--- src/sv/assert_macros.svh ---
// assertion macros included by the top rtl file
`ifndef ASSERT_MACROS_SVH
`define ASSERT_MACROS_SVH

`ifndef SYNTHESIS
`define ASSERT_PROP(lbl, clk, rstn, prop) \
  lbl: assert property (@(posedge clk) disable iff (!(rstn)) (prop)) \
    else $error("assertion failed");
`define ASSERT_NEVER(lbl, clk, rstn, expr) \
  lbl: assert property (@(posedge clk) disable iff (!(rstn)) !(expr)) \
    else $error("forbidden condition");
`else
`define ASSERT_PROP(lbl, clk, rstn, prop)
`define ASSERT_NEVER(lbl, clk, rstn, expr)
`endif

`endif

--- src/sv/ntfe_pkg.sv ---
// constants, types and helpers for the nmea time and fix extractor
`default_nettype none

package ntfe_pkg;

  localparam int MaxSentenceBytes = 128;
  localparam int LineLenW = 8;
  localparam int ValW = 7;
  localparam int OutW = 48;

  typedef enum logic [3:0] {
    PH_START = 4'b0001,
    PH_LINE  = 4'b0010,
    PH_OVER  = 4'b0100,
    PH_SKIP  = 4'b1000
  } phase_e;

  localparam logic [2:0] KIND_OTHER = 3'd0;
  localparam logic [2:0] KIND_GGA   = 3'd1;
  localparam logic [2:0] KIND_GLL   = 3'd2;
  localparam logic [2:0] KIND_GSA   = 3'd3;
  localparam logic [2:0] KIND_GSV   = 3'd4;
  localparam logic [2:0] KIND_RMC   = 3'd5;
  localparam logic [2:0] KIND_VTG   = 3'd6;

  localparam logic [7:0] CH_DOLLAR = 8'h24;
  localparam logic [7:0] CH_BANG   = 8'h21;
  localparam logic [7:0] CH_COMMA  = 8'h2C;
  localparam logic [7:0] CH_CR     = 8'h0D;
  localparam logic [7:0] CH_LF     = 8'h0A;
  localparam logic [7:0] CH_NUL    = 8'h00;
  localparam logic [7:0] CH_ZERO   = 8'h30;
  localparam logic [7:0] CH_NINE   = 8'h39;

  localparam int FLAG_FIX  = 0;
  localparam int FLAG_TIME = 1;
  localparam int FLAG_DATE = 2;

  localparam logic       REG_SYNC_ENABLE = 1'b0;
  localparam logic       REG_LAG_RELOAD  = 1'b1;

  localparam int FieldTime = 1;
  localparam int FieldFix  = 6;
  localparam int FieldDate = 9;
  localparam int BaseDate  = 3;

  function automatic logic is_digit(input logic [7:0] c);
    return (c >= CH_ZERO) && (c <= CH_NINE);
  endfunction

  function automatic logic is_term(input logic [7:0] c);
    return (c == CH_CR) || (c == CH_LF) || (c == CH_NUL);
  endfunction

  function automatic logic [2:0] kind_of(input logic [23:0] tag);
    logic [2:0] k;
    case (tag)
      24'h474741: k = KIND_GGA;
      24'h474C4C: k = KIND_GLL;
      24'h475341: k = KIND_GSA;
      24'h475356: k = KIND_GSV;
      24'h524D43: k = KIND_RMC;
      24'h565447: k = KIND_VTG;
      default:    k = KIND_OTHER;
    endcase
    return k;
  endfunction

endpackage

`default_nettype wire

--- src/sv/nmea_time_fix_extractor_top.sv ---
// nmea time and fix extractor: one byte per transaction, one report per line end of a $ sentence
// path: a byte is registered in the input register, processed, and its report sits in the
// output register, so a terminator passes the input register and then the output register
// throughput: one byte per cycle while the output side takes reports; a report
// held by the output side stalls the input until it is taken
// reset returns all parser state to its start values; sync_enable resets to 1 and lag_reload to 60
`default_nettype none
`include "assert_macros.svh"

module nmea_time_fix_extractor_top (
  input  wire logic                      clk_i,
  input  wire logic                      rst_ni,
  input  wire logic                      s_axis_tvalid,
  output logic                           s_axis_tready,
  input  wire logic [7:0]                s_axis_tdata,   // in_byte
  output logic                           m_axis_tvalid,
  input  wire logic                      m_axis_tready,
  // sentence_kind, hour_out, minute_out, second_out, day_out, month_out,
  // year_out, has_fix, set_time, zero pad
  output logic [ntfe_pkg::OutW-1:0]      m_axis_tdata,
  input  wire logic                      cfg_we_i,
  input  wire logic                      cfg_idx_i,
  input  wire logic [15:0]               cfg_data_i
);
  import ntfe_pkg::*;

  logic        sync_en_q;
  logic [15:0] lag_reload_q;

  logic        in_valid_q;
  logic [7:0]  in_byte_q;
  logic        advance;

  phase_e              phase_q, phase_d;
  logic [3:0]          field_num_q, field_num_d;
  logic [LineLenW-1:0] line_len_q, line_len_d;
  logic [3:0]          field_len_q, field_len_d;
  logic [23:0]         tag_q, tag_d;
  logic [2:0]          kind_q, kind_d;
  logic [3:0]          first_digit_q, first_digit_d;
  logic                fix_seen_q, fix_seen_d;
  logic                fix_nz_q, fix_nz_d;
  logic                scan_live_q, scan_live_d;
  logic [ValW-1:0]     clk_fields_q [6];
  logic [ValW-1:0]     clk_fields_d [6];
  logic [2:0]          flags_q, flags_d;
  logic [15:0]         lag_q, lag_d;

  logic        out_valid_q;
  logic [2:0]  out_kind_q;
  logic [ValW-1:0] out_vals_q [6];
  logic        out_fix_q;
  logic        out_pulse_q;

  logic        emit;
  logic        pulse;
  logic        do_char, do_field_end, do_line_end;
  logic        in_time, in_date, in_pair, in_fix_field;
  logic [2:0]  pidx_char, pidx_end;
  logic [7:0]  c;

  assign advance       = in_valid_q && (!out_valid_q || m_axis_tready);
  assign s_axis_tready = !in_valid_q || advance;
  assign c             = in_byte_q;

  assign in_time      = (field_num_q == 4'(FieldTime)) &&
                        ((kind_q == KIND_GGA) || (kind_q == KIND_RMC));
  assign in_date      = (field_num_q == 4'(FieldDate)) && (kind_q == KIND_RMC);
  assign in_pair      = in_time || in_date;
  assign in_fix_field = (field_num_q == 4'(FieldFix)) && (kind_q == KIND_GGA);
  assign pidx_char    = (in_date ? 3'(BaseDate) : 3'd0) + {1'b0, field_len_q[2:1]};
  assign pidx_end     = pidx_char;

  always_comb begin
    phase_d       = phase_q;
    field_num_d   = field_num_q;
    line_len_d    = line_len_q;
    field_len_d   = field_len_q;
    tag_d         = tag_q;
    kind_d        = kind_q;
    first_digit_d = first_digit_q;
    fix_seen_d    = fix_seen_q;
    fix_nz_d      = fix_nz_q;
    scan_live_d   = scan_live_q;
    clk_fields_d  = clk_fields_q;
    flags_d       = flags_q;
    lag_d         = lag_q;
    do_char       = 1'b0;
    do_field_end  = 1'b0;
    do_line_end   = 1'b0;
    pulse         = 1'b0;

    if (advance) begin
      case (phase_q)
        PH_START: begin
          if (!is_term(c)) begin
            if (c == CH_DOLLAR && sync_en_q) begin
              phase_d     = PH_LINE;
              line_len_d  = LineLenW'(1);
              field_num_d = 4'd0;
              tag_d       = 24'd0;
              kind_d      = KIND_OTHER;
              field_len_d = 4'd0;
              scan_live_d = 1'b1;
              fix_seen_d  = 1'b0;
              fix_nz_d    = 1'b0;
            end else begin
              phase_d = PH_SKIP;
            end
          end
        end
        PH_LINE: begin
          if (is_term(c)) begin
            do_field_end = 1'b1;
            do_line_end  = 1'b1;
          end else if (line_len_q >= LineLenW'(MaxSentenceBytes)) begin
            phase_d = PH_OVER;
          end else begin
            line_len_d = line_len_q + LineLenW'(1);
            if (c == CH_COMMA) begin
              do_field_end = 1'b1;
            end else if (c != CH_DOLLAR && c != CH_BANG) begin
              do_char = 1'b1;
            end
          end
        end
        PH_OVER: begin
          if (is_term(c)) begin
            do_field_end = 1'b1;
            do_line_end  = 1'b1;
          end
        end
        PH_SKIP: begin
          if (is_term(c)) begin
            phase_d = PH_START;
          end
        end
        default: begin
          phase_d = PH_START;
        end
      endcase
    end

    if (do_char) begin
      if (field_num_q == 4'd0) begin
        tag_d = {tag_q[15:0], c};
      end else if (in_pair) begin
        if (scan_live_q && field_len_q < 4'd6) begin
          if (is_digit(c)) begin
            if (!field_len_q[0]) begin
              first_digit_d = c[3:0];
            end else begin
              clk_fields_d[pidx_char] = (ValW'(first_digit_q) * ValW'(10)) + ValW'(c[3:0]);
            end
          end else begin
            if (field_len_q[0]) begin
              clk_fields_d[pidx_char] = ValW'(first_digit_q);
            end
            scan_live_d = 1'b0;
          end
        end
      end else if (in_fix_field && scan_live_q) begin
        if (is_digit(c)) begin
          fix_seen_d = 1'b1;
          if (c != CH_ZERO) begin
            fix_nz_d = 1'b1;
          end
        end else begin
          scan_live_d = 1'b0;
        end
      end
      if (field_len_q != 4'hF) begin
        field_len_d = field_len_q + 4'd1;
      end
    end

    if (do_field_end) begin
      if (field_num_q == 4'd0) begin
        kind_d = (field_len_q == 4'd5) ? kind_of(tag_q) : KIND_OTHER;
      end else if (in_pair) begin
        if (scan_live_q && field_len_q < 4'd6 && field_len_q[0]) begin
          clk_fields_d[pidx_end] = ValW'(first_digit_q);
        end
        if (in_date && field_len_q != 4'd0) begin
          flags_d[FLAG_DATE] = 1'b1;
        end
      end else if (in_fix_field) begin
        if (fix_seen_q && fix_nz_q) begin
          flags_d[FLAG_FIX]  = 1'b1;
          flags_d[FLAG_TIME] = 1'b1;
        end else begin
          flags_d[FLAG_FIX] = 1'b0;
        end
      end
      if (field_num_q != 4'hF) begin
        field_num_d = field_num_q + 4'd1;
      end
      field_len_d = 4'd0;
      scan_live_d = 1'b1;
      fix_seen_d  = 1'b0;
      fix_nz_d    = 1'b0;
    end

    if (do_line_end) begin
      if (&flags_d) begin
        flags_d[FLAG_TIME] = 1'b0;
        flags_d[FLAG_DATE] = 1'b0;
        if (lag_q == 16'd0) begin
          pulse = 1'b1;
          lag_d = lag_reload_q - 16'd1;
        end else begin
          lag_d = lag_q - 16'd1;
        end
      end
      phase_d = PH_START;
    end
  end

  assign emit = do_line_end;

  always_ff @(posedge clk_i or negedge rst_ni) begin
    if (!rst_ni) begin
      sync_en_q    <= 1'b1;
      lag_reload_q <= 16'd60;
    end else if (cfg_we_i) begin
      case (cfg_idx_i)
        REG_SYNC_ENABLE: sync_en_q    <= cfg_data_i[0];
        REG_LAG_RELOAD:  lag_reload_q <= cfg_data_i;
        default:         sync_en_q    <= sync_en_q;
      endcase
    end
  end

  always_ff @(posedge clk_i or negedge rst_ni) begin
    if (!rst_ni) begin
      in_valid_q <= 1'b0;
    end else if (s_axis_tready) begin
      in_valid_q <= s_axis_tvalid;
    end
  end

  always_ff @(posedge clk_i) begin
    if (s_axis_tready && s_axis_tvalid) begin
      in_byte_q <= s_axis_tdata;
    end
  end

  always_ff @(posedge clk_i or negedge rst_ni) begin
    if (!rst_ni) begin
      phase_q       <= PH_START;
      field_num_q   <= 4'd0;
      line_len_q    <= '0;
      field_len_q   <= 4'd0;
      tag_q         <= 24'd0;
      kind_q        <= KIND_OTHER;
      first_digit_q <= 4'd0;
      fix_seen_q    <= 1'b0;
      fix_nz_q      <= 1'b0;
      scan_live_q   <= 1'b1;
      for (int i = 0; i < 6; i++) begin
        clk_fields_q[i] <= '0;
      end
      flags_q       <= 3'd0;
      lag_q         <= 16'd0;
    end else begin
      phase_q       <= phase_d;
      field_num_q   <= field_num_d;
      line_len_q    <= line_len_d;
      field_len_q   <= field_len_d;
      tag_q         <= tag_d;
      kind_q        <= kind_d;
      first_digit_q <= first_digit_d;
      fix_seen_q    <= fix_seen_d;
      fix_nz_q      <= fix_nz_d;
      scan_live_q   <= scan_live_d;
      clk_fields_q  <= clk_fields_d;
      flags_q       <= flags_d;
      lag_q         <= lag_d;
    end
  end

  always_ff @(posedge clk_i or negedge rst_ni) begin
    if (!rst_ni) begin
      out_valid_q <= 1'b0;
    end else if (advance) begin
      out_valid_q <= emit;
    end else if (m_axis_tready) begin
      out_valid_q <= 1'b0;
    end
  end

  always_ff @(posedge clk_i) begin
    if (advance && emit) begin
      out_kind_q  <= kind_d;
      out_vals_q  <= clk_fields_d;
      out_fix_q   <= flags_d[FLAG_FIX];
      out_pulse_q <= pulse;
    end
  end

  assign m_axis_tvalid = out_valid_q;
  assign m_axis_tdata  = {1'b0, out_pulse_q, out_fix_q,
                          out_vals_q[5], out_vals_q[4], out_vals_q[3],
                          out_vals_q[2], out_vals_q[1], out_vals_q[0], out_kind_q};

  // a clock-set pulse needs a fix in the same report
  `ASSERT_PROP(a_pulse_has_fix, clk_i, rst_ni, (m_axis_tvalid && out_pulse_q) |-> out_fix_q)
  // a held input byte is not overwritten
  `ASSERT_PROP(a_in_hold, clk_i, rst_ni, (in_valid_q && !advance) |=> (in_valid_q && $stable(in_byte_q)))
  // reports only come from counted lines
  `ASSERT_NEVER(a_emit_phase, clk_i, rst_ni, emit && (phase_q == PH_START || phase_q == PH_SKIP))

endmodule

`default_nettype wire
--- config.mk ---
export PLATFORM = sky130hd
export DESIGN_NAME = nmea_time_fix_extractor_top
export DESIGN_NICKNAME = d
export VERILOG_FILES = /design/src/sv/ntfe_pkg.sv /design/src/sv/nmea_time_fix_extractor_top.sv
export VERILOG_INCLUDE_DIRS = /design/src /design/src/sv
export SDC_FILE = /design/constraint.sdc
export NUM_CORES = 1
export LEC_CHECK = 0
export ABC_AREA = 1
export ABC_CLOCK_PERIOD_IN_PS = 3100
export BUFFER_PORTS_ARGS = -buffer_cell sky130_fd_sc_hd__buf_2
export CAP_MARGIN = 40
export CORE_UTILIZATION = 30
export DETAILED_ROUTE_END_ITERATION = 10
export PLACE_DENSITY = 0.49
export SLEW_MARGIN = 20
export SYNTH_ARGS = -nofsm -noshare
export SYNTH_HDL_FRONTEND = slang
export SYNTH_SLANG_ARGS = --single-unit
--- constraint.sdc ---
create_clock -name clk_i -period 3.1 [get_ports clk_i]
set_input_delay 0 -clock clk_i [delete_from_list [all_inputs] [get_ports clk_i]]
set_output_delay 0 -clock clk_i [all_outputs]
set_load 0.005 [all_outputs]
=== After elaboration in Yosys (flattened, before gate mapping) ===
Cells that the tools add are included.

* Memories kept: 0
* Input bits: 30
* Bits in registers: 189
* Word-level logic and storage cells: 239
* ROM bits: 0
* Output and inout bits: 50
* Latch bits: 0
* Bits in writable memories: 0

* Add/sub/neg operators: 7
* Reduce and logical (&&, ||, !) cells: 38
* Divide/modulo/power cells: 0
* Multipliers: 1
* Bitwise operators: 4
* Mux-type cells: 117
* Equal/unequal tests: 34
* Shifts and indexed selects: 0
* $lt $le $gt $ge: 6

{| class="wikitable"
|+ Operators with widths
! cell !! count
|-
| 2-to-1 mux 42 bit || 11
|-
| equality test 24 x 23 -> 1 bit, second input constant || 6
|-
| 2-to-1 mux 24 bit || 6
|-
| bitwise mux 42 bit || 3
|-
| 2-to-1 mux 4 bit || 20
|-
| 2-to-1 mux 1 bit || 52
|-
| 2-to-1 mux 8 bit || 4
|-
| subtractor 16 x 1 -> 16 bit, second input constant || 2
|-
| 2-to-1 mux 3 bit || 9
|-
| != test 8 x 6 -> 1 bit, second input constant || 3
|-
| demux 7 bit (select 3 bit) || 1
|-
| one-hot mux 3 bit (6 select lines) || 1
|-
| AND reduction 6 bit || 3
|-
| equality test 8 x 4 -> 1 bit, second input constant || 2
|-
| equality test 8 x 6 -> 1 bit, second input constant || 2
|-
| zero test 16 bit || 1
|-
| 2-to-1 mux 16 bit || 1
|-
| one-hot mux 4 bit (4 select lines) || 1
|-
| one-hot mux 8 bit (2 select lines) || 1
|-
| logical AND 1 bit || 15
|-
| equality test 4 x 3 -> 1 bit, second input constant || 3
|-
| != test 3 bit, second input constant || 4
|-
| 2-to-1 mux 2 bit || 5
|-
| != test 2 bit, second input constant || 5
|-
| 31 further kinds || 46
|}

=== Depth between registers and ports, before layout ===
Gate-level depths: netlist of run 1.

* Depth in word-level cells: 21
* Depth in mapped cells: 17
* Mapped depth without buffers: 17

=== Worst setup path after synthesis of run 1 ===
No wires, ideal clock.

* Path kind: register to register
* Start: register in_byte_q[2] (netlist: c[2])
* End: register out_vals_q, in the netlist m_axis_tdata[31], data pin
* Period minus slack after synthesis: 2.701 ns
* Arrival time: 2.449 ns
* Stages on the path, launching flop included: 14
* Slack: 0.399 ns
* Data required time: 2.848 ns
* Cell sequence: edfxtp_1 -> nor2_1 -> nand2_1 -> nand3_1 -> nand2_1 -> buf_6 -> nor2_4 -> nor2_2 -> nor2_4 -> nand2_2 -> inv_2 -> nand2_1 -> nand2_1 -> inv_1

{| class="wikitable"
|+ RTL lines
! item !! line !! source
|-
| start, declared || nmea_time_fix_extractor_top.sv:31 || <nowiki>logic [7:0] in_byte_q;</nowiki>
|-
| start signal, assigned || nmea_time_fix_extractor_top.sv:244 || <nowiki>in_byte_q <= s_axis_tdata;</nowiki>
|-
| end signal, assigned || nmea_time_fix_extractor_top.sv:295 || <nowiki>out_vals_q <= clk_fields_d;</nowiki>
|-
| end, declared || nmea_time_fix_extractor_top.sv:51 || <nowiki>logic [ValW-1:0] out_vals_q [6];</nowiki>
|}

==> metrics.md, run 1 <==
| Metric | Value |
|---|---|
| RSZ-0062 raised after global routing | no |
| IO buf count | a little under 80 |
| Worst path cell trace | inv_1 -> ha_1 -> nand2_1 -> nor2_2 -> nand2_1 -> xor2_1 -> ha_1 -> a21oi_1 -> nand2_1 -> nor2_4 -> nand2_1 -> o21ai_0 -> nor2_1 |
| Worst clock skew | ~0.018 ns |
| CTS Buffer Depth | 2 |
| Asr flop ratio synth | 70.9% |
| CP max-delay cell | dfrtp_1 |
| Hold_ws | 0.0369 ns |
| Critical path endpoint category | flip-flop |
| Final setup fails | 0 |
| Critical path's top delay family | simple AND/OR/NAND/NOR gates |
| Vias in the first global route | 7760 |
| TritonCTS clock tree | yes |
| Nets@finish | ~1300 |
| Num CTS Buffers | 17 |
| GPL Wtd Cong | slightly below 0.9 |
| Most common cell on crit path | nand2_1 |
| Avg Inst Size Synth | 8.34 um2 |
| Grt total ovfl | 0 |
| Worst Path Buf+Inv | 1 |
| Initial antenna violation count | 0 |
| Final hold violations | 0 |
| Status | finished clean |
| Tot Pwr | 5.23 mW |
| Fin Setup TNS | 0 ns |
| Tmin final | 2.75 ns |
| Syn nets | roughly 1200 |
| DRC | 0 |
| Worst-Margin Slew | slightly below 0.7 ns |
| # diodes | 0 |
| Max-cap violations | 0 |
| Die area | 33000 um2 |
| Largest net degree at the start of global routing | 62 |
| Clk root buf | clkbuf_16 |
| Hold buffer count at CTS | 30 |
| Layout cell share with drive strength beyond 1 | between 10% and 20% |
| Drt total wl | 24.4 mm |
| Core area | between 30000 and 40000 um2 |
| # rows | 65 |
| Max incr delay on CP | 0.43 ns |
| Initial core utilization | 30.6% |
| Fmax | 363 MHz |
| CTS sink cnt | ~190 |
| FF+latch area | 5010 um2 |
| Skew-Pair Late Insertion Delay | 0.44 ns |
| Die X | 182 um |
| Multi-input gate area | 3960 um2 |
| Worst Path Max Fanout | 8 |
| Mapped Cells | 1160 |
| CP Launch Type | flip-flop |
| Main synth FF type | dfrtp_1 |
| Yosys cell types | 48 |
| Sequential-to-total area share from yosys stat | 51.8% |
| LEAKAGE | 5.45 nW |
| Drt initial violations | 575 |
| Post-detailed-placement half-perimeter wirelength | 17.5 mm |
| First-pass GRT wire length | 40.7 mm |
| Gr usage total | 15.6% |
| Synthesis-stage register bit count | 189 |
| Pwr Density | 453 nW/um2 |
| Worst min-delay path class | primary input to flip-flop |
| Tcrit/Tclk final | 88.8% |
| Post-DR vias/cell | 4.65 |
| Antenna Violating Nets Remaining | 0 |
| Area Overhead vs Synth | 19.4% |
| TritonRoute pass-1 iters | 5 |
| Via count | 7923 |
| Ys Warns | 0 |
| I/O Pins | 80 |
| Die H | 182 um |
| Max-slew violations | 0 |
| Crit Path Category | flip-flop to flip-flop |
| Rel. slew slack | 54.5% |
| Peak VDD IR | 0.000449 V |
| Required time worst endpoint | ~3.3 ns |
| Post-CTS Resized | 0 |
| Drt wl/cell | 14.3 um |
| Cell Area, Synth | between 9000 and 10000 um2 |
| Layout fillers | 3239 |
| # Post-CTS Setup Buffers | 0 |
| Critical path arrival | 2.93 ns |
| Post-synth EDFFs | 55 |
| Worst-path clk slew | 0.07 ns |
| Htree depth | 4 |
## layout make-up
| type | count | share of cell area (%) |
|---|---|---|
| flip-flops and latches | 189 | 43.4 |
| multi-input cells | 795 | 34.3 |
| repair buffers | 135 | 7.90 |
| inverters | 152 | 4.94 |
| well taps | 402 | 4.36 |
| clock buffers | 19 | 3.75 |
| clock inverters | 13 | 1.34 |
## state kept, by name, summed over array words and instances, names as in the netlist
signal / flops
c: 8
clk_fields_q: 42
field_len_q: 4
field_num_q: 4
first_digit_q: 4
fix_nz_q: 1
fix_seen_q: 1
flags_q: 3
in_valid_q: 1
kind_q: 3
lag_q: 16
lag_reload_q: 16
line_len_q: 8
m_axis_tdata: 42
m_axis_tvalid: 1
out_fix_q: 1
out_kind_q: 3
out_pulse_q: 1
phase_q: 4
scan_live_q: 1
sync_en_q: 1
tag_q: 24
## layout by cell type (no fill, tap or decap), types with 7 or more instances in the layout
cell and instances:
ha_1 17, nor2_4 7, xor2_1 7, nand2_2 18
nand4_1 13, nor2_2 8, nor3_1 16, dfrtp_1 127
nand3_1 130, inv_1 140, buf_4 26, nor2_1 135
clkbuf_16 17, buf_2 77, o21ai_0 79, nand2_1 274
mux2_2 13, a21oi_1 31, dlygate4sd3_1 30, inv_2 10
dfstp_2 7, edfxtp_1 55
## synthesized netlist by cell type, types with 3 or more instances
master | count | share of area (%)
buf_4 | 4 | 0.31
nor4_1 | 4 | 0.26
o211ai_1 | 3 | 0.23
dfrtp_1 | 127 | 33
edfxtp_1 | 55 | 17
inv_1 | 140 | 5.4
clkbuf_1 | 12 | 0.47
nand3b_1 | 4 | 0.31
ha_1 | 17 | 2.2
dfstp_2 | 7 | 1.9
o21a_1 | 4 | 0.31
nor2_4 | 7 | 0.81
nand2_2 | 18 | 1.2
o21ai_1 | 3 | 0.16
a31oi_1 | 3 | 0.19
buf_2 | 6 | 0.31
nand2_1 | 274 | 11
xor2_1 | 7 | 0.63
inv_2 | 10 | 0.39
nor3_1 | 16 | 0.83
xnor2_1 | 3 | 0.27
a21oi_1 | 31 | 1.6
mux2_2 | 13 | 1.5
nand3_1 | 130 | 6.7
nand4_1 | 13 | 0.84
o31ai_1 | 3 | 0.23
nor2_2 | 8 | 0.52
nor2_1 | 135 | 5.2
o21ai_0 | 79 | 4.1
## routing by layer
metal	vias to the layer above	share of wire, %	global-route usage [%]
met4	0	0.99	3.86
met2	160	47	25.4
met1	3699	48	21.4
li1	4049	-	-
met3	15	4.1	2.79
met5	-	0	0
## per-stage QoR
step	worst slack (ns)	area, um2	util, %	instances
2_1_floorplan	0.399	9670	-	1160
3_3_place_gp	0.398	10700	33.7	1643
3_5_place_dp	0.377	10700	33.7	1643
4_1_cts	0.365	11500	36.5	1705
5_1_grt	0.0688	11500	36.5	1705
6_report	0.347	11500	36.5	1705
## power breakdown
group / leakage, nW / switching (mW) / internal, mW / total [mW]
sequential: 2.15 / 0.0551 / 2.63 / 2.69
combinational: 3.01 / 0.162 / 0.122 / 0.284
clock: 0.287 / 1.04 / 1.21 / 2.25
total: 5.45 / 1.26 / 3.97 / 5.23
## logic make-up after synthesis
logic type	share of synthesized area (%)
adder cells (fa/ha/maj)	2.61
multiplexers	1.51
buffers and inverters	7.22
AND/OR/NAND/NOR	28.3
other	0.0388
AO/OA/AOI/OAI	7.61
flip-flops	51.8
XOR/XNOR	0.906
## path summary, 6_finish.rpt
kind,startpoint,end,slack (ns),cells past startpoint
max,field_num_q[1]$_DFF_PN0_,m_axis_tdata[42]$_DFFE_PP_,0.35,13
min,m_axis_tready,m_axis_tvalid$_DFFE_PN0P_,0.04,4
max reg2reg,field_num_q[1]$_DFF_PN0_,m_axis_tdata[42]$_DFFE_PP_,0.35,13
min reg2reg,lag_reload_q[2]$_DFFE_PN1P_,lag_reload_q[2]$_DFFE_PN1P_,0.48,2
max in group asynchronous,rst_ni,lag_reload_q[4]$_DFFE_PN1P_,2.19,3
min in group asynchronous,rst_ni,line_len_q[1]$_DFFE_PN0P_,0.12,2
## worst register-to-register path: stages (launching register included)
cell and delay (ns):
dfrtp_1 0.43, inv_1 0.10, ha_1 0.14, nand2_1 0.06, nor2_2 0.15, nand2_1 0.12, xor2_1 0.16, ha_1 0.31
a21oi_1 0.20, nand2_1 0.14, nor2_4 0.19, nand2_1 0.17, o21ai_0 0.24, nor2_1 0.10
Power figures use the tool's default switching activity.
==> run 2, diff against run 1 <==
- ABC_AREA: 1 -> not set
- ABC_CLOCK_PERIOD_IN_PS: 3100 -> 2300
- CTS_CLUSTER_SIZE: not set -> 16
- PLACE_DENSITY: 0.49 -> 0.5
- clock period: 3.1 -> 2.3 ns (I/O delays scaled with it)
==> metrics.md, run 2 <==
| Metric | Value |
|---|---|
| Status | finished, violations left |
| Failing checks | setup timing |
| Drt initial violations | 335 |
| Largest net degree at the start of global routing | between 50 and 60 |
| Pwr Density | 637 nW/um2 |
| LEAKAGE | between 6 and 7 nW |
| Critical path arrival | 3.12 ns |
| Post-synth EDFFs | 55 |
| Worst-path clk slew | 0.08 ns |
| CP max-delay cell | dfrtp_1 |
| Rel. slew slack | approximately 43% |
| Max-cap violations | 0 |
| Sequential-to-total area share from yosys stat | 53.7% |
| # rows | 64 |
| Reg2Reg Setup Slack | -0.61 ns |
| Final worst slack | -0.610 ns |
| Post-DR vias/cell | 4.93 |
| DR WL met3 | 684 um |
| Via count | 7855 |
| Final non-filler cell area | 14400 um2 |
| Area Overhead vs Synth | 54.6% |
| GPL Wtd Cong | 0.864 |
| Asr flop ratio synth | a little under three quarters |
| Synth area leaders | dfrtp_1 34%, edfxtp_1 18%, nor2_1 3.5% |
| Max-slew violations | 0 |
| TritonRoute pass-1 iters | 4 |
| Die area | 31800 um2 |
| Htree depth | 4 |
| Final setup fails | 196 |
| Avg Inst Size Synth | around 11 um2 |
| Syn nets | 891 |
| Tcrit/Tclk final | 127% |
| WL met1 | 13.0 mm |
| CTS sink cnt | 189 |
| Main synth FF type | dfrtp_1 |
| CTS Buffer Depth | 2 |
| IO buf count | 78 |
| Nets@finish | roughly 1200 |
| Peak VDD IR | 0.000528 V |
| Worst clock skew | 0.0153 ns |
| Skew-Pair Late Insertion Delay | 0.46 ns |
| Clock network power share | 32.5% |
| Layout cell share with drive strength beyond 1 | between 40% and 50% |
| Gr usage total | 17.7% |
| Critical path endpoint category | flip-flop |
| Antenna Violating Nets Remaining | 0 |
| Fmax | 344 MHz |
| Comb power frac | 22.3% |
| Initial core utilization | 30.5% |
| Sw Share | 31.2% |
| Met2 Wirelength | 13.0 mm |
| Mapped Cells | 842 |
| Synth area leader | dfrtp_1 |
| Ys Warns | 0 |
| Die H | 178 um |
| Top cells by count, synth | 127 x dfrtp_1, 87 x nor2_1, 62 x nand2_1, 55 x edfxtp_1, 50 x a21oi_1 |
| Grt total ovfl | 0 |
| Vias in the first global route | 8032 |
| Yosys top cell area share | 34.0% |
| Num CTS Buffers | 17 |
| Sw power | roughly 2.9 mW |
| Tot Pwr | roughly 9 mW |
| Most frequent cell after synthesis | dfrtp_1 |
| Core area | 30600 um2 |
| First-pass GRT wire length | 43.4 mm |
| Drt total wl | between 20 and 30 mm |
| Clk root buf | clkbuf_16 |
| TritonCTS clock tree | yes |
| Fin Setup TNS | -59.88 ns |
| Worst Path Max Fanout | 5 |
| Tmin final | 2.91 ns |
| Layout Cells excl Fill | 1594 |
| Worst min-delay path class | primary input to async pin |
| Core Util, Final | approximately 47% |
| Crit Path Category | flip-flop to flip-flop |
| Required time worst endpoint | 2.51 ns |
| Commonest non-fill, non-tap cell in the layout | buf_4 |
| Die X | between 150 and 200 um |
| Sequential power share | 45.3% |
| Final hold violations | 0 |
| Initial antenna violation count | 1 |
| Drt wl/cell | ~17 um |
| Worst-Margin Slew | 0.842 ns |
| Post-detailed-placement half-perimeter wirelength | approximately 18 mm |
| RSZ-0062 raised after global routing | yes |
| Cell Area, Synth | 9340 um2 |
| Synthesis-stage register bit count | 189 |
| Top layer in use | met4 |
| # diodes | 0 |
| Number of instances in the placed design | roughly 1500 |
| Worst path cell trace | inv_2 -> ha_4 -> nand4bb_4 -> or2_4 -> xnor2_4 -> ha_4 -> nand2b_4 -> nor4_4 -> a31oi_4 -> nor4_4 -> buf_4 -> mux2i_1 -> o21ai_1 |
| Post-placement cell area | about 12000 um2 |
| CP Launch Type | flip-flop |
| Yosys cell types | 88 |
| Pint | around 6.3 mW |
| Leading cell types in the layout, fill and taps excluded | 184 x buf_4, 127 x dfrtp_1, 77 x buf_2, 70 x nor2_1, 55 x edfxtp_1 |
| Max incr delay on CP | 0.39 ns |
| DRC | 0 |
| I/O Pins | 80 |
run 2: cell count changes after synthesis, sizes merged, moves of 17 or more:
cell	delta
o21ai	-36
a22o	+24
inv	-130
a21oi	+19
nor2	-60
o22ai	+17
nand2	-230
mux2i	+29
nand3	-108
run 2: metrics by stage:
step / setup WS (ns) / hold slack (ns)
after floorplan: -0.853 / -0.296
after global placement: -0.611 / 0.0112
after detailed placement: -0.697 / 0.0119
after CTS: -0.537 / 0.0812
after global routing: -0.709 / 0.109
final: -0.610 / 0.0687
run 2: worst paths after layout:
check	endpoint	startpoint	cells after the start
setup / recovery	m_axis_tdata[27]$_DFFE_PP_	field_num_q[1]$_DFF_PN0_	13
hold / removal	phase_q[3]$_DFFE_PN0P_	rst_ni	2
setup reg to reg	m_axis_tdata[27]$_DFFE_PP_	field_num_q[1]$_DFF_PN0_	13
hold reg to reg	tag_q[22]$_DFF_PN0_	tag_q[22]$_DFF_PN0_	1
max in group asynchronous	phase_q[0]$_DFFE_PN1P_	rst_ni	3
min in group clk_i	c[1]$_DFFE_PP_	s_axis_tdata[1]	2
run 2: area by class of cell:
type	instances	area [um2]
multi-input cells	595	5100
repair buffers	361	3120
clock buffers	17	425
well taps	396	495
inverters	21	110
flip-flops and latches	189	5010
clock inverters	15	170
fillers	2803	16200
run 2: kinds of logic (layout without fill, tap and decap cells):
family,count (synthesis),count (layout),synth area share [%]
adder cells (fa/ha/maj),19,19,2.71
multiplexers,51,51,5.76
AO/OA/AOI/OAI,205,205,14.9
flip-flops,189,189,53.7
XOR/XNOR,15,15,1.41
AND/OR/NAND/NOR,304,304,18.2
buffers and inverters,58,414,3.30
other,1,1,0.0402
run 2: layer usage:
metal  vias to the layer above  track usage [%]
met3                        22             3.03
met2                       120             28.2
met5                         -                0
met4                         0             5.16
met1                      3900             24.5
li1                       3813                -
run 2: critical path, delay by kind of cell (launching register included):
kind            cells  cell delay, ns
xor+xnor            1            0.14
mux                 1            0.17
simple gates        5            1.01
flops               1            0.39
compound gates      2            0.17
buf+inv             2            0.27
fa+ha+maj           2            0.52
run 2: power groups by stage:
stage	registers (mW)	clock network (mW)	logic [mW]
after floorplan	4.13	0	1.00
after global placement	4.23	0	1.59
after detailed placement	4.22	0	1.62
after CTS	4.16	3.05	1.78
after global routing	4.22	3.18	2.21
final	4.16	2.99	2.05
run 2: what timing repair did:
action / in CTS / in global routing
gates resized for setup: 121 / 126
endpoints found under the setup margin: 195 / 206
buffers inserted: 30 / 28
hold endpoints to repair: 132 / 0
cloned: 7 / 3
hold buffers: 30 / 0
pin swaps: 54 / 76
==> run 3, diff against run 2 <==
- ABC_CLOCK_PERIOD_IN_PS: 2300 -> 3500
- PLACE_DENSITY: 0.5 -> 0.49
- clock period: 2.3 -> 3.5 ns (I/O delays scaled with it)
==> metrics.md, run 3 (synthesis gave the netlist of run 2 again) <==
| Metric | Value |
|---|---|
| Number of instances in the placed design | 1319 |
| Required time worst endpoint | 3.69 ns |
| Final setup fails | 0 |
| Largest net degree at the start of global routing | 75 |
| Post-DR vias/cell | 5.01 |
| Drt wl/cell | 16.7 um |
| R2R Path Start | field_num_q[1]$_DFF_PN0_ |
| Status | finished clean |
| Max-cap violations | 0 |
| Nets@finish | 1023 |
| Critical path's top delay family | simple AND/OR/NAND/NOR gates |
| FF-to-FF End | m_axis_tdata[27]$_DFFE_PP_ |
| I/O Pins | 80 |
| Commonest non-fill, non-tap cell in the layout | dfrtp_1 |
| CP Launch Type | flip-flop |
| Max incr delay on CP | between 0.4 and 0.5 ns |
| First-pass GRT wire length | 37.4 mm |
| # diodes | 0 |
| Tcrit/Tclk final | 93.6% |
| Fmax | 305 MHz |
| Peak VDD IR | between 0.0002 and 0.0003 V |
| Layout Cells excl Fill | 1383 |
| Reg2Reg Setup Slack | 0.22 ns |
| TritonRoute pass-1 iters | 5 |
| IO buf count | between 70 and 80 |
| Crit Path Category | flip-flop to flip-flop |
| Drt initial violations | 550 |
| Top Usage Layer GRT | met2 |
| Skew-Pair Late Insertion Delay | 0.45 ns |
| LEAKAGE | 4.90 nW |
| Gr usage total | about 15% |
| Initial antenna violation count | 0 |
| Rel. slew slack | 46.8% |
| Core area | 30600 um2 |
| Via count | 6934 |
| RSZ-0062 raised after global routing | no |
| Layout cell share with drive strength beyond 1 | 21.6% |
| Worst path cell trace | inv_1 -> ha_1 -> nand4bb_4 -> or2_1 -> xnor2_1 -> ha_1 -> inv_1 -> nor2_1 -> a31oi_2 -> nor4_4 -> buf_4 -> mux2i_1 -> o21ai_1 |
| Tmin final | 3.28 ns |
| Vias in the first global route | a little under 7000 |
| Worst Path Max Fanout | 6 |
| Worst Path Buf+Inv | 3 |
| Clk root buf | clkbuf_16 |
| CTS Buffer Depth | 2 |
| FF+latch area | 5010 um2 |
| Max-slew violations | 0 |
| Critical path endpoint category | flip-flop |
| Met3 Usage GRT | 2.86% |
| Worst-Margin Slew | 0.796 ns |
| Die area | 31800 um2 |
| Worst clock skew | 0.0152 ns |
| Initial core utilization | 30.5% |
| TritonCTS clock tree | yes |
| Fin Setup TNS | 0 ns |
| Grt met1 use | about 22% |
| Post-detailed-placement half-perimeter wirelength | 16.1 mm |
| GPL Wtd Cong | 0.851 |
| CTS sink cnt | between 150 and 200 |
| Grt total ovfl | 0 |
| Worst min-delay path class | primary input to async pin |
| Critical path arrival | 3.46 ns |
| Final hold violations | 0 |
| CP max-delay cell | dfrtp_1 |
| DRC | 0 |
| Num CTS Buffers | 17 |
| Pwr Density | 486 nW/um2 |
| Area Overhead vs Synth | 20.2% |
| Antenna Violating Nets Remaining | 0 |
| Multi-input gate area | between 4000 and 5000 um2 |
| Layout fillers | 3058 |
| Die X | 178 um |
| Die H | 178 um |
| Worst-path clk slew | 0.07 ns |
| # rows | between 60 and 70 |
| Htree depth | 4 |
| Met2 GRT Util | 23.3% |
| FF-to-FF path depth | 13 |
| Drt total wl | 23.2 mm |
| Core Util, Final | a little under two fifths |
| Leading cell types in the layout, fill and taps excluded | 127 x dfrtp_1, 87 x nor2_1, 77 x buf_2, 62 x nand2_1, 55 x edfxtp_1 |
[run 3: changes by cell type in the layout (fill, tap and decap cells not counted), sizes merged]
cell | before | now
buf | 328 | 121
clkbuf | 20 | 17
clkinvlp | 1 | 2
dlygate4sd3 | 30 | 29
inv | 27 | 26
[run 3: per-stage QoR]
| step | cell area [um2] | total power [mW] | setup slack [ns] | hold WS, ns |
|---|---|---|---|---|
| detailed placement | 10300 | 3.54 | 0.210 | 0.105 |
| finish | 11200 | 5.45 | 0.224 | 0.154 |
| global route | 11200 | 5.71 | 0.00870 | 0.213 |
| floorplan | 9340 | 3.26 | 0.0338 | -0.296 |
| CTS | 11200 | 5.51 | 0.214 | 0.190 |
| global placement | 10300 | 3.54 | 0.313 | 0.102 |
[run 3: power breakdown]
part / total, mW / leakage (nW) / internal, mW / switching [mW]
logic: 0.736 / 2.23 / 0.374 / 0.363
registers: 2.79 / 2.39 / 2.49 / 0.302
clock network: 1.92 / 0.280 / 0.950 / 0.968
total: 5.45 / 4.90 / 3.82 / 1.63
[run 3: how the worst max path moves through the flow]
stage,startpoint,end,depth (start not counted)
6_report,field_num_q[1]$_DFF_PN0_,m_axis_tdata[27]$_DFFE_PP_,13
5_1_grt,field_num_q[1]$_DFF_PN0_,m_axis_tdata[37]$_DFFE_PP_,12
4_1_cts,field_num_q[1]$_DFF_PN0_,m_axis_tdata[27]$_DFFE_PP_,13
3_5_place_dp,field_num_q[1]$_DFF_PN0_,m_axis_tdata[27]$_DFFE_PP_,13
3_3_place_gp,field_num_q[1]$_DFF_PN0_,m_axis_tdata[27]$_DFFE_PP_,13
2_1_floorplan,field_num_q[1]$_DFF_PN0_,m_axis_tdata[10]$_DFFE_PP_,14
[run 3: area by class of cell]
type / instances / share of cell area (%)
Timing Repair Buffer: 150 / 9.11
Clock inverter: 15 / 1.37
Inverter: 21 / 0.747
Sequential cell: 189 / 44.7
Tap cell: 396 / 4.42
Multi-Input combinational cell: 595 / 35.9
Clock buffer: 17 / 3.79
[run 3: worst reg2reg max path, delay by kind of cell, from the launching register on]
| family | cells | cell delay (ns) |
|---|---|---|
| compound gates | 2 | 0.25 |
| xor+xnor | 1 | 0.15 |
| fa+ha+maj | 2 | 0.60 |
| buf+inv | 3 | 0.43 |
| flops | 1 | 0.45 |
| mux | 1 | 0.18 |
| simple gates | 4 | 0.98 |
[run 3: layer usage]
layer | up-vias | routed length, um
li1 | 3389 | -
met1 | 3396 | 11600
met2 | 126 | 10200
met3 | 23 | 921
met4 | 0 | 412
met5 | - | 0
[run 3: repair_timing]
| action | CTS | global route |
|---|---|---|
| setup endpoints to repair | 0 | 10 |
| hold buffers | 29 | 0 |
| resized for setup | 0 | 2 |
| setup buffers | 0 | 3 |
| hold endpoints to repair | 98 | 0 |
